<file path="src/sv/spmv_pkg.sv">
// shared types, constants and floating-point helper functions for the
// csr row-accumulate block; no dependencies
`default_nettype none

package spmv_pkg;

  // vector store geometry
  localparam int VEC_DEPTH = 4096;
  localparam int ADDR_W    = $clog2(VEC_DEPTH);
  localparam int COL_W     = (ADDR_W > 13) ? ADDR_W + 1 : 14;

  // request queue geometry
  localparam int QDEPTH = 4;
  localparam int QPTR_W = $clog2(QDEPTH);
  localparam int QCNT_W = $clog2(QDEPTH + 1);

  // request function codes
  localparam logic [1:0] FN_LOAD = 2'd0;
  localparam logic [1:0] FN_NZ   = 2'd1;
  localparam logic [1:0] FN_END  = 2'd2;

  // double-precision bit patterns
  localparam logic [63:0] INF_BITS    = 64'h7FF0000000000000;
  localparam logic [63:0] QUIET_BIT   = 64'h0008000000000000;
  localparam logic [63:0] DEFAULT_NAN = 64'h7FF8000000000000;
  localparam logic [63:0] ONE_BITS    = 64'h3FF0000000000000;

  typedef logic signed [13:0] exp_t;

  typedef struct packed {
    logic [1:0]  func;
    logic [12:0] index;
    logic [63:0] value;
  } in_item_t;

  typedef struct packed {
    logic [63:0] row_sum;
    logic        bad_index;
  } out_item_t;

  // queued operation: a * b + accumulator
  typedef struct packed {
    logic        last;
    logic        bad;
    logic [63:0] a;
    logic [63:0] b;
  } op_t;

  typedef struct packed {
    logic              full;
    logic              empty;
    logic [QCNT_W-1:0] count;
  } q_stat_t;

  typedef enum logic [3:0] {
    B_IDLE, B_CHK, B_MUL, B_NORM1, B_NORM2, B_ALIGN, B_ADD, B_NORM3, B_SHIFT, B_ROUND
  } back_state_t;

  function automatic logic f_is_nan(input logic [63:0] x);
    return x[62:0] > INF_BITS[62:0];
  endfunction

  function automatic logic f_is_inf(input logic [63:0] x);
    return x[62:0] == INF_BITS[62:0];
  endfunction

  function automatic logic f_is_zero(input logic [63:0] x);
    return x[62:0] == 63'd0;
  endfunction

  // significand with hidden bit
  function automatic logic [52:0] f_sig(input logic [63:0] x);
    return {(x[62:52] != 11'd0), x[51:0]};
  endfunction

  // exponent of the significand's lsb
  function automatic exp_t f_exp(input logic [63:0] x);
    exp_t e;
    if (x[62:52] == 11'd0) begin
      e = -14'sd1074;
    end else begin
      e = $signed({3'b000, x[62:52]}) - 14'sd1075;
    end
    return e;
  endfunction

  // leading zero count, 128 when all zero
  function automatic logic [7:0] lzc128(input logic [127:0] x);
    logic [7:0] z;
    z = 8'd128;
    for (int i = 0; i < 128; i++) begin
      if (x[i]) z = 8'(127 - i);
    end
    return z;
  endfunction

  // right shift with lost bits ored into bit 0
  function automatic logic [127:0] jam128(input logic [127:0] x, input logic [13:0] n);
    logic [127:0] r;
    logic [127:0] mask;
    if (n >= 14'd128) begin
      r = {127'd0, |x};
    end else begin
      mask = ~({128{1'b1}} << n[6:0]);
      r = x >> n[6:0];
      r[0] = r[0] | (|(x & mask));
    end
    return r;
  endfunction

endpackage

`default_nettype wire

</file>
<file path="src/sv/spmv_queue.sv">
// small request queue between the front and the arithmetic back end
// depends on spmv_pkg
`default_nettype none

module spmv_queue (
  input  wire logic             clk,
  input  wire logic             rst,
  input  wire logic             push,
  input  wire spmv_pkg::op_t    push_data,
  input  wire logic             pop,
  output spmv_pkg::op_t         head,
  output spmv_pkg::q_stat_t     stat
);
  import spmv_pkg::*;

  op_t               ents [QDEPTH];
  logic [QPTR_W-1:0] wr_ptr;
  logic [QPTR_W-1:0] rd_ptr;
  logic [QCNT_W-1:0] count;

  // pointers and fill count
  always_ff @(posedge clk) begin
    if (rst) begin
      wr_ptr <= '0;
      rd_ptr <= '0;
      count  <= '0;
    end else begin
      if (push) wr_ptr <= QPTR_W'((wr_ptr + 1'b1) % QDEPTH);
      if (pop) rd_ptr <= QPTR_W'((rd_ptr + 1'b1) % QDEPTH);
      count <= count + QCNT_W'(push) - QCNT_W'(pop);
    end
  end

  // entry storage
  always_ff @(posedge clk) begin
    if (push) ents[wr_ptr] <= push_data;
  end

  assign head       = ents[rd_ptr];
  assign stat.count = count;
  assign stat.full  = (count == QCNT_W'(QDEPTH));
  assign stat.empty = (count == '0);

endmodule

`default_nettype wire

</file>
<file path="config.mk">
export PLATFORM = sky130hd
export DESIGN_NAME = spmv_queue
export DESIGN_NICKNAME = d
export VERILOG_FILES = /design/src/sv/spmv_pkg.sv /design/src/sv/spmv_queue.sv
export SDC_FILE = /design/constraint.sdc
export NUM_CORES = 1
export LEC_CHECK = 0
export BUFFER_PORTS_ARGS = -buffer_cell sky130_fd_sc_hd__buf_4
export CORE_MARGIN = 8
export CORE_UTILIZATION = 30
export DETAILED_ROUTE_END_ITERATION = 6
export PLACE_DENSITY = 0.44
export RECOVER_POWER = 100
export SYNTH_ARGS = -nofsm -noshare
export SYNTH_HDL_FRONTEND = slang
export SYNTH_SLANG_ARGS = --single-unit
export TNS_END_PERCENT = 5
</file>
<file path="constraint.sdc">
create_clock -name clk -period 12.6 [get_ports clk]
set_input_delay 2.52 -clock clk [delete_from_list [all_inputs] [get_ports clk]]
set_output_delay 2.52 -clock clk [all_outputs]
set_load 0.005 [all_outputs]
</file>
Yosys cells after proc, flatten, opt, wreduce, memory -nomap -nowiden
Memories as Yosys holds them, arrays and structs flattened. A register that Yosys moved wholly into a read port is not among the register bits.
Cells that the tools add are included.
{"block": "totals", "reg_bits": 7, "mem_count": 1, "wordCells": 14, "out_inout_bits": 135, "mem_bits_rw": 520}
{"block": "classes", "n_reduce_logical": 1, "n_eq_ne": 1, "addsub": 4, "muxes": 4}
{"memory": "ents", "words": 4, "width": 130, "rd": 1, "rd_ports_with_merged_regs": 1, "wr": 1, "line": "spmv_queue.sv:16", "text": "op_t ents [QDEPTH];"}
{"operator": "adder 2 x 1 -> 2 bit (second input constant)", "count": 2}
{"operator": "2-to-1 mux 2 bit", "count": 2}
{"operator": "adder 3 x 1 -> 3 bit", "count": 1}
{"operator": "equality test 3 bit (second input constant)", "count": 1}
{"operator": "logical NOT 3 bit", "count": 1}
{"operator": "subtractor 3 x 1 -> 3 bit", "count": 1}
{"operator": "2-to-1 mux 1 bit", "count": 2}

Longest topological paths before layout
{"block": "logic_depth", "depth_word": 3, "depth_mapped": 7, "ltp_nobuf": 7}

Least setup slack after synthesis
Ideal clock, no wire load.
{"block": "synth_timing", "kind": "input to register", "startpoint": "input push", "endpoint": "memory ents[0][0] (netlist name), enable pin", "setup_ns": 0.504, "arrival_ns": 5.497, "path_slack_ns": 6.598, "path_stages": 1, "path_cell_list": "and2_1"}
{"block": "synth_via", "elab_chain_cells": 2}
{"item": "from (decl)", "line": "spmv_queue.sv:8", "text": "input wire logic push,"}
{"item": "2-to-1 mux 1 bit", "line": "spmv_queue.sv:36", "text": "if (push) ents[wr_ptr] <= push_data;"}
{"item": "2-to-1 mux 1 bit (implied by the code)", "line": "spmv_queue.sv:36"}
{"item": "to (decl)", "line": "spmv_queue.sv:16"}
Every way passes these cells.

==> results.rst <==
.. list-table::
   :header-rows: 1

   * - Metric
     - Value
   * - Drt pass-1 iters
     - 4
   * - Resized Gates After CTS
     - 0
   * - Hold slack final
     - 529 ps
   * - Post-DP HPWL
     - 25300 um
   * - Fin crit period
     - 8510 ps
   * - Rows
     - 93
   * - Highest clock frequency the design can meet
     - 118 MHz
   * - Core footprint
     - 0.0640 mm2
   * - Global-route wire length before repair
     - 63400 um
   * - Critical path's slowest cell
     - clkbuf_1
   * - Clock sinks
     - 529
   * - Sequential share of the synthesized area
     - 81.8%
   * - Endpoint of the most critical register-to-register path
     - ents[2][107]
   * - Storage cell area
     - 0.0158 mm2
   * - TritonCTS clock tree
     - done
   * - Largest net degree at the start of global routing
     - 59
   * - Number of cells on the worst reg-to-reg path
     - 4
   * - Master cell of the clock root buffer
     - clkbuf_16
   * - Routed via count divided by cell count
     - 4.42
   * - Minimum setup slack in the final design
     - 4090 ps
   * - Total area of multi-input combinational cells
     - 0.00316 mm2
   * - Final setup fails
     - 0
   * - Detailed Route WL
     - 42100 um
   * - Number of antenna violations at the first check in global routing
     - 7
   * - Worst EP required
     - 10080 ps
   * - Post-synthesis net count
     - 862
   * - Pins over their slew limit
     - 620
   * - Layout-stage area growth over the synthesis result
     - 19.7%
   * - Final period util
     - 67.5%
   * - Filler-free cell count of the finished design
     - 1936
   * - Die boundary width
     - 270 um
   * - Worst relative slew slack
     - -178%
   * - Routed length per placed instance
     - 21.8 um
   * - Syn avg cell area
     - 26.8 um2
   * - Leading cell type in the layout, fill and taps excluded
     - edfxtp_1
   * - Height of the die
     - 270 um
   * - Last weighted congestion value of the routability-driven placer
     - 0.667
   * - Antenna Violating Nets Remaining
     - 0
   * - Area of the die
     - 0.0727 mm2
   * - Transition time of the tightest slew-check pin
     - 4170 ps
   * - Number of buffers and inverters on the critical path
     - 2
   * - Setup bufs post-CTS
     - 0
   * - Via count of the first global-routing pass
     - 9384
   * - # IOs
     - 269
   * - Number of instances in the placed design
     - 1828
   * - Clk buf depth
     - 3
   * - Status
     - finished, violations left
   * - Hold path start
     - rd_ptr[1]
   * - Crit Reg-Reg Startpoint
     - wr_ptr[0]
   * - Leftover overflow at the end of global routing
     - 0
   * - Critical path type
     - reg -> out
   * - Cell breakdown of the critical path
     - clkbuf_1 > mux4_2 > buf_4
   * - Depth of the CTS H-tree
     - 2
   * - Leakage Power
     - 7.09 nW
   * - Most used cells in the layout excluding fill and tap cells
     - 520 x edfxtp_1, 232 x clkbuf_1, 130 x mux4_2
   * - Fillers
     - 6073
   * - Classification of the worst-slack hold path
     - reg -> reg
   * - Setup TNS
     - 0 ps
   * - Clk Latency, worst-skew pair
     - 590 ps
   * - Share of post-route cells with drive strength above 1
     - 25.0%
   * - Summed instance area of the synthesized netlist
     - 0.0193 mm2
   * - Top cell type by total area after synthesis
     - edfxtp_1
   * - Largest delay contributor family on the critical path
     - buffers and inverters
   * - Share of the synthesized area in the top cell type
     - 80.9%
   * - Number of hold violations in the final report
     - 0
   * - Hold-critical path depth
     - 2
   * - Max-cap check violation count
     - 14
   * - Number of nets at the end of the flow
     - 1172
   * - Total vias in the final route
     - 8556
   * - Crit path capture type
     - primary output
   * - Global-route total usage across every layer
     - 11.4%
   * - Unrepaired setup endpoints after global routing
     - no
   * - DP Worst Slack
     - 6990 ps
   * - Worst clock skew on the final layout
     - 12.7 ps
   * - Flop2flop setup slack
     - 6590 ps
   * - Post-cts hold buffer count
     - 0
   * - Number of design rule violations left after detail routing
     - 0
   * - Critical Path Source Type
     - flip-flop
   * - Number of buffers created by CTS
     - 56
   * - Initial core utilization
     - 30.2%
   * - Synth warnings
     - 0
   * - Overall power after layout
     - 0.00395 W
   * - Peak ir drop on the vdd network
     - 0.0000941 V
   * - Violations in the final reports
     - capacitance limit, slew limit
   * - Number of design-rule violations left by the first detailed-router iteration
     - 500
   * - Total of flip-flops plus latches after synthesis
     - 529
   * - Number of instances in the synthesized netlist
     - 721
   * - Max stage delay on crit path
     - 2790 ps
   * - Top cells by area in the synthesized netlist
     - edfxtp_1 81%, mux4_2 15%, buf_12 1.1%
   * - Clock edge transition at the registers on the reported setup and hold paths
     - 60 ps
   * - Unique cell type count in the Yosys netlist
     - 23
   * - Cell area power density
     - 171 mW/mm2
   * - Maximum net fanout on the critical path
     - 41
   * - PortBufs
     - 268
   * - Data arrival time of the critical path
     - 5990 ps
## cells by family (layout without fill, tap and decap cells)
logic type | count (synthesis) | in the layout | share of synthesized area, %
flip-flops | 529 | 529 | 81.8
other | 0 | 4 | 0
buffers and inverters | 35 | 391 | 1.77
multiplexers | 131 | 131 | 15.2
AND/OR/NAND/NOR | 14 | 14 | 0.389
AO/OA/AOI/OAI | 2 | 2 | 0.0778
adder cells (fa/ha/maj) | 7 | 7 | 0.493
XOR/XNOR | 3 | 3 | 0.214
## metal layers
metal | vias to the layer above | global-route usage (%) | part of all wire (%)
met4 | 6 | 2.86 | 1.9
met1 | 4522 | 15.0 | 43
li1 | 3746 | - | -
met2 | 217 | 18.4 | 48
met3 | 65 | 3.61 | 6.6
met5 | - | 0 | 0.071
## synth_stat cells
cell / count
inv_1: 6
buf_6: 1
mux4_2: 130
buf_1: 3
nand3b_1: 1
nor2b_1: 2
buf_2: 10
and2_1: 4
nor2_1: 5
nor3_1: 1
mux2i_1: 1
fa_1: 1
a21oi_1: 1
buf_12: 11
buf_4: 3
ha_1: 6
dfxtp_1: 9
clkbuf_1: 1
edfxtp_1: 520
xor3_1: 1
and3_1: 1
xnor2_1: 2
a21bo_2: 1
## area by class of cell
cell class              count  share of cell area (%)
multi-input cells         157                    13.7
clock buffers              75                    6.56
repair buffers            281                    5.62
flip-flops and latches    529                    68.4
inverters                   6                  0.0975
clock inverters            29                   0.937
diodes                      4                  0.0433
well taps                 855                    4.63
## worst max-delay path by stage
stage	end	startpoint	slack (ps)	depth (start not counted)
2_1_floorplan	ents[0][0]	push	6600	1
3_3_place_gp	head[31]	flip-flop	6970	4
3_5_place_dp	head[104]	flip-flop	6990	4
4_1_cts	head[104]	flip-flop	6330	4
5_1_grt	head[60]	flip-flop	3100	3
6_report	head[60]	flip-flop	4090	3
## state kept, by name, indices dropped and copies added (netlist names), named ones only
name	flops
ents	520
count	3
rd_ptr	2
wr_ptr	2
## metrics by stage
stage          util, %  area [um2]
3_5_place_dp      34.7       22200
4_1_cts           37.4       23900
6_report          36.1       23100
2_1_floorplan        -       19300
3_3_place_gp      34.7       22200
5_1_grt           36.1       23100
## worst min-delay path: stages (launching register included)
cell and delay, ps:
dfxtp_1 310, nand3b_1 100, a21oi_1 70
## power by group
| part | total (W) | leakage, nW | internal (W) | switching [W] |
|---|---|---|---|---|
| sequential | 0.00206 | 4.85 | 0.00203 | 0.0000254 |
| clock | 0.00155 | 0.837 | 0.000900 | 0.000652 |
| combinational | 0.000341 | 1.40 | 0.000162 | 0.000179 |
Power figures use the tool's default switching activity.
